==> src/design/swm_pkg.sv <==
// Shared constants and types for the sliding window maximum unit.
`timescale 1ns / 1ps

package swm_pkg;

   localparam int WINDOW_MAX = 64;
   localparam int SAMPLE_W   = 32;
   localparam int CFG_W      = 7;
   localparam int AGE_W      = $clog2(WINDOW_MAX + 1);

   localparam logic [AGE_W-1:0] AGE_MAX = AGE_W'(WINDOW_MAX);

   typedef struct packed {
      logic                       valid;
      logic signed [SAMPLE_W-1:0] value;
      logic [AGE_W-1:0]           age;
   } entry_type;

   typedef struct packed {
      logic                       load;
      logic                       shift;
      logic                       clear;
      logic signed [SAMPLE_W-1:0] sample;
   } cell_ctrl_type;

endpackage

==> src/design/swm_cell.sv <==
// One deque cell: holds an entry, ages it, pops it and takes its neighbor's entry on a shift.
`timescale 1ns / 1ps

module swm_cell (
   input  logic                  clock,
   input  logic                  reset,
   input  swm_pkg::cell_ctrl_type ctrl,
   input  swm_pkg::entry_type    upper_entry,
   input  logic                  lower_keep,
   output logic                  keep,
   output swm_pkg::entry_type    entry
);
   import swm_pkg::*;

   logic                       valid_ff;
   logic                       valid_in;
   logic signed [SAMPLE_W-1:0] value_ff;
   logic signed [SAMPLE_W-1:0] value_in;
   logic [AGE_W-1:0]           age_ff;
   logic [AGE_W-1:0]           age_in;
   entry_type                  own_entry;
   entry_type                  shifted;
   logic [AGE_W-1:0]           aged;

   assign own_entry = '{valid: valid_ff, value: value_ff, age: age_ff};
   assign entry     = own_entry;
   assign shifted   = ctrl.shift ? upper_entry : own_entry;
   assign aged      = (shifted.age == AGE_MAX) ? AGE_MAX : shifted.age + AGE_W'(1);
   assign keep      = shifted.valid && !ctrl.clear && !(shifted.value < ctrl.sample);

   always_comb begin
      valid_in = valid_ff;
      value_in = value_ff;
      age_in   = age_ff;
      if (ctrl.load) begin
         if (keep) begin
            valid_in = 1'b1;
            value_in = shifted.value;
            age_in   = aged;
         end else if (lower_keep) begin
            valid_in = 1'b1;
            value_in = ctrl.sample;
            age_in   = '0;
         end else begin
            valid_in = 1'b0;
         end
      end else if (ctrl.shift) begin
         valid_in = shifted.valid;
         value_in = shifted.value;
         age_in   = shifted.age;
      end
   end

   always_ff @(posedge clock) begin
      if (reset) begin
         valid_ff <= 1'b0;
      end else begin
         valid_ff <= valid_in;
      end
   end

   always_ff @(posedge clock) begin
      value_ff <= value_in;
      age_ff   <= age_in;
   end

endmodule

==> config.mk <==
export PLATFORM = sky130hd
export DESIGN_NAME = swm_cell
export DESIGN_NICKNAME = d
export VERILOG_FILES = /design/src/design/swm_pkg.sv /design/src/design/swm_cell.sv
export SDC_FILE = /design/constraint.sdc
export NUM_CORES = 1
export LEC_CHECK = 0
export BUFFER_PORTS_ARGS = -buffer_cell sky130_fd_sc_hd__buf_4
export CORE_AREA = 5 5 84 86
export CTS_CLUSTER_SIZE = 14
export DETAILED_ROUTE_END_ITERATION = 16
export DIE_AREA = 0 0 89 91
export GPL_ROUTABILITY_DRIVEN = 0
export GPL_TIMING_DRIVEN = 0
export PLACE_DENSITY = 0.95
export SKIP_CTS_REPAIR_TIMING = 1
export SLEW_MARGIN = 25
export SYNTH_ARGS = -nofsm -noshare
export SYNTH_HDL_FRONTEND = slang
export SYNTH_SLANG_ARGS = --single-unit
==> constraint.sdc <==
create_clock -name clock -period 8 [get_ports clock]
set_input_delay 0.8 -clock clock [delete_from_list [all_inputs] [get_ports clock]]
set_output_delay 0.8 -clock clock [all_outputs]
set_load 0.01 [all_outputs]
==> Word-level counts from Yosys, hierarchy flattened <==
Cells that the tools add are included.
{ "classes": {"n_addsub": 1, "order_cmp": 1, "eq_ne": 2, "mux": 14, "reduce_logical": 6} }
{ "op_table": {"columns": ["operator", "n"], "rows": [
  ["$mux 32", 4],
  ["$mux 40", 1],
  ["$mux 7", 5],
  ["$lt 32x32->1", 1],
  ["$add 7x1->7 const B", 1],
  ["$eq 7x7->1 const B", 1],
  ["$mux 1", 4],
  ["$ne 3x2->1 const B", 1],
  ["$logic_and 1x1->1", 2],
  ["$logic_not 1->1", 2],
  ["$reduce_and 2->1", 1],
  ["$reduce_bool 2->1", 1]
]} }
{ "totals": {"reg_bits": 40, "inputBits": 78, "word_cells": 27} }

==> Depth between registers and ports, before layout <==
Gate-level depths: netlist of run 1.
{ "logic_depth": {"ltp_word": 6, "mapped_depth": 14} }

==> Worst setup path before layout of run 1 <==
No wires, ideal clock.
{ "synth_timing": {"kind": "in2reg", "start": "input port ctrl[33] (netlist name)", "end": "register age_ff[0] (enable)", "setup_time_ps": 399, "arrival_ps": 4948, "required_time_ps": 7601, "path_slack_ps": 2654, "stages": 14, "path_cell_list": "buf_1 > clkbuf_1 > clkbuf_1 > mux2_2 > ha_1 > buf_4 > nand4_4 > or4_4 > nand3b_4 > o22ai_2 > nand3_1 > o2111ai_2 > buf_6 > o22a_1"} }
{ "synth_between": {"elab_chain_cells": 6, "word_cells_on_any_way": 8} }
{ "synth_rtl": {"columns": ["element", "line", "text"], "rows": [
  ["start, declared", "swm_cell.sv:7", "input swm_pkg::cell_ctrl_type ctrl,"],
  ["$mux 40", "swm_cell.sv:27", "assign shifted = ctrl.shift ? upper_entry : own_entry;"],
  ["$lt 32x32->1", "swm_cell.sv:29", "assign keep = shifted.valid && !ctrl.clear && !(shifted.value < ctrl.sample);"],
  ["$logic_not 1->1", "swm_cell.sv:29", null],
  ["$logic_and 1x1->1", "swm_cell.sv:29", null],
  ["$ne 3x2->1 (no line)", null, null],
  ["$reduce_and 2->1 (no line) (*)", null, null],
  ["end signal, assigned", "swm_cell.sv:64", "age_ff <= age_in;"],
  ["end, declared", "swm_cell.sv:19", "logic [AGE_W-1:0] age_ff;"]
]} }
Mark *: on every way between the ends. The rest lies on a longest branch, timed or not.
A chain may end at the register's enable or synchronous reset.

==> Worst setup path in the final report of run 1 <==
{ "layout_timing": {"start": "input port ctrl[33] (netlist name)", "end": "output port keep"} }
{ "layout_between": {"elab_chain_cells": 4, "word_cells_on_any_way": 5} }
{ "layout_rtl": {"columns": ["element", "line", "text"], "rows": [
  ["$mux 40 (*)", "swm_cell.sv:27", null],
  ["$lt 32x32->1", "swm_cell.sv:29", null],
  ["$logic_not 1->1", "swm_cell.sv:29", null],
  ["$logic_and 1x1->1 (*)", "swm_cell.sv:29", null],
  ["end, declared", "swm_cell.sv:10", "output logic keep,"]
]} }
Marks and branches as above.

==> results of run 1 <==
## layout make-up
type                            count  area, µm²
Fill cell                         468       1900
Clock buffer                        5       68.8
Multi-Input combinational cell    205       1830
Tap cell                           77       96.3
Inverter                           35        131
Buffer                             12       76.3
Sequential cell                    40       1190
Clock inverter                      2       7.51
Timing Repair Buffer              119        906
## cell families (layout without fill, tap and decap cells)
family,count (synthesis),count (layout)
fa+ha+maj,33,33
xor+xnor,2,2
buf+inv,47,173
mux,75,75
simple gates,51,51
flops,40,40
compound gates,44,44
## power groups by stage
| stage | clock network (µW) | registers [µW] | logic (µW) |
|---|---|---|---|
| floorplan | 0 | 295 | 128 |
| global placement | 0 | 282 | 235 |
| detailed placement | 0 | 284 | 245 |
| CTS | 132 | 280 | 247 |
| global route | 143 | 282 | 270 |
| finish | 127 | 279 | 244 |
## layer usage
metal,vias to the layer above,GRT usage [%]
li1,1337,-
met1,1273,24.8
met3,4,3.98
met5,-,0
met4,0,3.72
met2,94,36.5
## registers in the layout (all words and copies together), names as in the netlist
signal    flops
age_ff        7
valid_ff      1
value_ff     32
## worst max-delay path by stage
| stage | startpoint | endpoint | cells past startpoint |
|---|---|---|---|
| floorplan | ctrl[33] | age_ff[0]$_DFFE_PP_ | 14 |
| global placement | ctrl[33] | value_ff[9]$_DFFE_PP_ | 15 |
| detailed placement | ctrl[33] | value_ff[14]$_DFFE_PP_ | 16 |
| CTS | ctrl[33] | keep | 15 |
| global route | ctrl[33] | keep | 15 |
| finish | ctrl[33] | keep | 15 |
## critical path, stage by stage
cell and delay, ns:
buf_4 0.11, buf_1 0.48, clkbuf_1 0.50, clkbuf_1 0.44, mux2_2 0.41, ha_1 0.27
buf_4 0.15, nand4_4 0.13, or4_4 0.57, nand3b_4 0.17, o22ai_2 0.14, nor2_1 0.10
xnor2_1 0.18, nor3_1 0.25, buf_4 0.17
## stage by stage
stage	cell area (µm²)	util (%)	total power [µW]	setup WS (ns)
floorplan	3220	-	424	2.65
global placement	4210	67.8	517	1.33
detailed placement	4230	68.1	530	2.13
CTS	4300	69.3	659	2.28
global route	4300	69.3	695	1.98
finish	4300	69.3	651	2.32
## cell usage in the layout, fill, tap and decap left out, drive strengths merged, types with 2 or more instances in the layout
cell type,instances
a21oi,20
a31oi,2
and4,2
buf,126
clkbuf,10
clkinv,2
edfxtp,39
ha,33
inv,35
mux2,67
mux2i,8
nand2,16
nand3,7
nand3b,2
nand4,7
nor2,8
nor3,3
o211ai,2
o21ai,9
o22ai,3
==> metrics, run 1 <==
outcome finished, final reports clean; Post-Synth XOR/XNOR Area less than 1%; flop2flop setup slack 4.28 ns; Pleak between 0.0015 and 0.002 µW; asr flop ratio synth 0%; vias in the first global route roughly 2800; DIE AREA 0.00810 mm²; hold path start valid_ff$_SDFFE_PP0P_; multiplexer share of the synthesized area between 20% and 30%; DRT Wirelength roughly 8000 µm; reg2reg start value_ff[31]$_DFFE_PP_; relative slew slack around 59%; Post-Synth Simple-Gate Area roughly 9%; Max Cap Viol 0; post-synth top area share between 30 and 40%; Period minus WS final around 5.7 ns; synthesized flop and latch total 40; clk sink count 40; GR Overflow Total 0; clock latency on the worst-skew pair between 0.2 and 0.3 ns; max layer used met4; mean routed wirelength per cell 16.4 µm; reg2reg end value_ff[11]$_DFFE_PP_; post-synthesis compound-gate area fraction around 8.4%; die height roughly 90 µm; final setup violation count 0; Crit Path Max Fanout 10; drt pass-1 iters 4; final period utilization between 70% and 80%; Netlist cell types 43; clock buffer depth 2; I/O Buffers around 120; adder and majority cell fraction of the synthesized area 12.8%; Avg Cell Area, Syn about 11 µm²; IO Pins between 100 and 150; cell with the most instances after synthesis mux2_2; setup TNS 0 ns; Comb pwr share a little under two fifths; pin count of the biggest net entering global routing 26; worst setup path category primary input to output pin; R2R cell count 12; DP Wirelength between 6000 and 7000 µm; RSZ-0062 raised after global routing no; Final ANT Viol Nets 0; Worst VDD drop between 0.08 and 0.09 mV; Sequential Power Share roughly 43%; sw power approximately 200 µW; worst hold stages 3; initial DRC count between 80 and 90; largest family of logic cells by synthesized area multiplexers; Hold Path Class register to register; ANT cells 0; Sw Ratio around 30%; Internal Power 451 µW; CTS clk-pin slew, worst paths around 0.070 ns; Site Rows 29; Power Dens Cells approximately 150 mW/mm²; Slew @ Worst Pin 0.615 ns; Initial Utilization about half; Vias between 2000 and 3000; CP Capture Type output pin; Post-Synthesis Cells roughly 290; share of layout cells above drive strength 1 a little over two fifths; WHS Endpoint valid_ff$_SDFFE_PP0P_; Synth area leaders edfxtp_1, mux2_2, ha_1; Final #Nets approximately 530; placed cells about 490; first-pass GRT wire length 13100 µm; Hold Worst Slack around 0.57 ns; Commonest cells post-synth mux2_2, edfxtp_1, inv_1; Top FF cell, synth edfxtp_1; CTS tree done; Synth Warn # 0; Critical Path AT 4.88 ns; synth-to-layout area growth 33.5%; Layout Cells excl Fill about 500; M1 WL about 3200 µm; Core Region 0.00620 mm²; leading area contributor after synthesis edfxtp_1; GRT Resource Usage Total between 20% and 30%; number of pins with negative max-slew slack in the final report 0; sequential fraction of the synthesis area 37.0%; EDFF count, synth 39; routed wl met3 ~600 µm; Fin Clk Skew about 0.0081 ns; DRC violation count after routing 0; antenna violations before repair 0; CTS Buf Count 5; Clock Tree Root clkbuf_8; Critical Path Start Type primary input; final hold vios 0; syn nets 403; clock share of power about a fifth; H-tree depth 2; die width about 90 µm; Max Freq 176 MHz; routed wl met2 approximately 4300 µm; Req. time, crit path 7.20 ns; Synth Cell Area about 0.0032 mm²; vias per cell 5.47
Power figures use the tool's default switching activity.
==> run 2: changes to the inputs <==
--- a/config.mk
+++ b/config.mk
@@ -6,13 +6,13 @@
 export NUM_CORES = 1
 export LEC_CHECK = 0
 export BUFFER_PORTS_ARGS = -buffer_cell sky130_fd_sc_hd__buf_4
-export CORE_AREA = 5 5 84 86
+export CORE_AREA = 5 5 87 89
 export CTS_CLUSTER_SIZE = 14
 export DETAILED_ROUTE_END_ITERATION = 16
-export DIE_AREA = 0 0 89 91
+export DIE_AREA = 0 0 92 94
 export GPL_ROUTABILITY_DRIVEN = 0
 export GPL_TIMING_DRIVEN = 0
-export PLACE_DENSITY = 0.95
+export PLACE_DENSITY = 0.9
 export SKIP_CTS_REPAIR_TIMING = 1
 export SLEW_MARGIN = 25
 export SYNTH_ARGS = -nofsm -noshare
==> constraint.sdc (replaced) <==
create_clock -name clock -period 5.5 [get_ports clock]
set_input_delay 0.55 -clock clock [delete_from_list [all_inputs] [get_ports clock]]
set_output_delay 0.55 -clock clock [all_outputs]
set_load 0.01 [all_outputs]
==> metrics, run 2 (synthesis results as in run 1) <==
clock share of power around a quarter; multi-input logic area ~0.0018 mm²; Core Region 0.00668 mm²; die width 92 µm; post-route cell area 0.00437 mm²; biggest regs value_ff (32), age_ff (7), valid_ff (1); Max Freq 194 MHz; antenna violations before repair 0; drt pass-1 iters 4; Hold Path Class primary input to register; CTS Buf Count 5; RSZ-0062 raised after global routing no; Req. time, crit path between 5 and 6 ns; final period utilization around 94%; crit-path cells buf_4 > buf_1 > clkbuf_2 > clkbuf_1 > mux2_2 > ha_1 > buf_4 > nand4_4 > or4_4 > nand3b_4 > o22ai_2 > nand3_1 > o2111ai_2 > buf_6 > o22a_2 > buf_16; outcome finished, final reports clean; share of layout cells above drive strength 1 a little over two fifths; Internal Power 734 µW; CTS clk-pin slew, worst paths ~0.09 ns; Sequential Power Share between 30% and 40%; Worst VDD drop 0.130 mV; crit path buf inv count 7; Power Dens Cells between 200 and 250 mW/mm²; Slew @ Worst Pin roughly 0.58 ns; Final ANT Viol Nets 0; die height between 90 and 100 µm; Initial Utilization between 40% and 50%; Comb pwr share roughly 35%; Site Rows 30; clk sink count 40; Vias between 2000 and 3000; Pleak roughly 0.002 µW; DRT Wirelength roughly 8400 µm; synth-to-layout area growth 35.4%; Final #Nets ~530; IO Pins 119; vias per cell between 5 and 6; critical path's top delay family buffers and inverters; DP Wirelength between 6000 and 7000 µm; worst setup path category primary input to register; commonest non-fill, non-tap cell in the layout buf_4; DIE AREA 0.00865 mm²; Crit. path cell count 16; Fin Clk Skew between 0.004 and 0.005 ns; Crit Path Max Fanout 21; final design utilization between 60% and 70%; register area 0.00119 mm²; Total Power slightly above 1000 µW; DRC violation count after routing 0; CP Capture Type register; worst hold stages 2; relative slew slack about three fifths; final setup violation count 0; slowest stage delay, CP 0.58 ns; H-tree depth 2; I/O Buffers roughly 120; R2R cell count 12; CP dominant cell by count buf_4; number of pins with negative max-slew slack in the final report 0; Max Cap Viol 0; placed cells about 490; Clock Tree Root clkbuf_8; pin count of the biggest net entering global routing 22; ANT cells 0; first-pass GRT wire length approximately 14000 µm; most frequent cells in the layout buf_4, mux2_2, edfxtp_1; critical path's slowest cell or4_4; initial DRC count 76; Sw Ratio ~30%; Critical Path Start Type primary input; FILL cells between 500 and 600; CTS tree done; Area after DPL about 0.0042 mm²; Period minus WS final between 5 and 6 ns; clock buffer depth 2; max FFs per register 32; most flop-heavy register value_ff; Critical Path AT 5.15 ns; vias in the first global route 2906; GR Overflow Total 0; sw power around 300 µW; GRT Resource Usage Total between 10% and 20%; clock latency on the worst-skew pair around 0.29 ns; final hold vios 0; Layout Cells excl Fill between 400 and 500; mean routed wirelength per cell ~17 µm
[run 2: cell types whose count changed in the layout (fill, tap and decap cells not counted)]
| cell | before | now |
|---|---|---|
| buf_12 | 1 | 0 |
| buf_16 | 0 | 1 |
| bufinv_16 | 0 | 1 |
| clkbuf_1 | 5 | 4 |
| clkbuf_2 | 0 | 1 |
| clkbuf_8 | 5 | 7 |
| clkinv_1 | 2 | 0 |
[run 2: worst reg2reg max path, stage by stage, from the launching register on]
cell and delay [ns]:
edfxtp_1 0.40, mux2_2 0.29, ha_1 0.27, buf_4 0.15, nand4_4 0.13, or4_4 0.58
nand3b_4 0.17, o22ai_2 0.15, nand3_1 0.12, o2111ai_2 0.24, buf_6 0.24, o22a_2 0.52
buf_16 0.24
[run 2: final cells by class]
cell class / count / area share (%)
Clock inverter: 1 / 0.688
Timing Repair Buffer: 119 / 20.9
Sequential cell: 40 / 27.3
Multi-Input combinational cell: 205 / 41.8
Tap cell: 80 / 2.29
Buffer: 12 / 1.78
Clock buffer: 7 / 2.21
Inverter: 35 / 3.01
[run 2: per-layer routing]
metal / wire, µm / track usage [%]
met1: 3440 / 22.5
met2: 4460 / 37.0
met3: 490 / 4.41
met4: 42 / 3.96
met5: 0 / 0
[run 2: metrics by stage]
step,hold WS (ns),worst slack (ns),TNS [ns]
global route,0.469,0.0634,0
CTS,0.463,0.161,0
floorplan,0.525,0.404,0
detailed placement,0.577,-0.153,-3.17
global placement,0.556,-0.887,-34.49
finish,0.474,0.348,0
[run 2: path summary, 6_finish.rpt]
check                         startpoint                    end  slack [ns]
setup / recovery                ctrl[33]  value_ff[5]$_DFFE_PP_        0.35
hold / removal                lower_keep  valid_ff$_SDFFE_PP0P_        0.47
setup reg to reg  value_ff[31]$_DFFE_PP_  value_ff[5]$_DFFE_PP_        1.69
hold reg to reg    valid_ff$_SDFFE_PP0P_  valid_ff$_SDFFE_PP0P_        0.59
[run 2: power groups by stage]
stage               combinational (µW)  clock, µW  sequential [µW]
floorplan                          187          0              429
global placement                   342          0              411
detailed placement                 361          0              413
CTS                                362        279              406
global route                       397        289              411
finish                             359        272              406
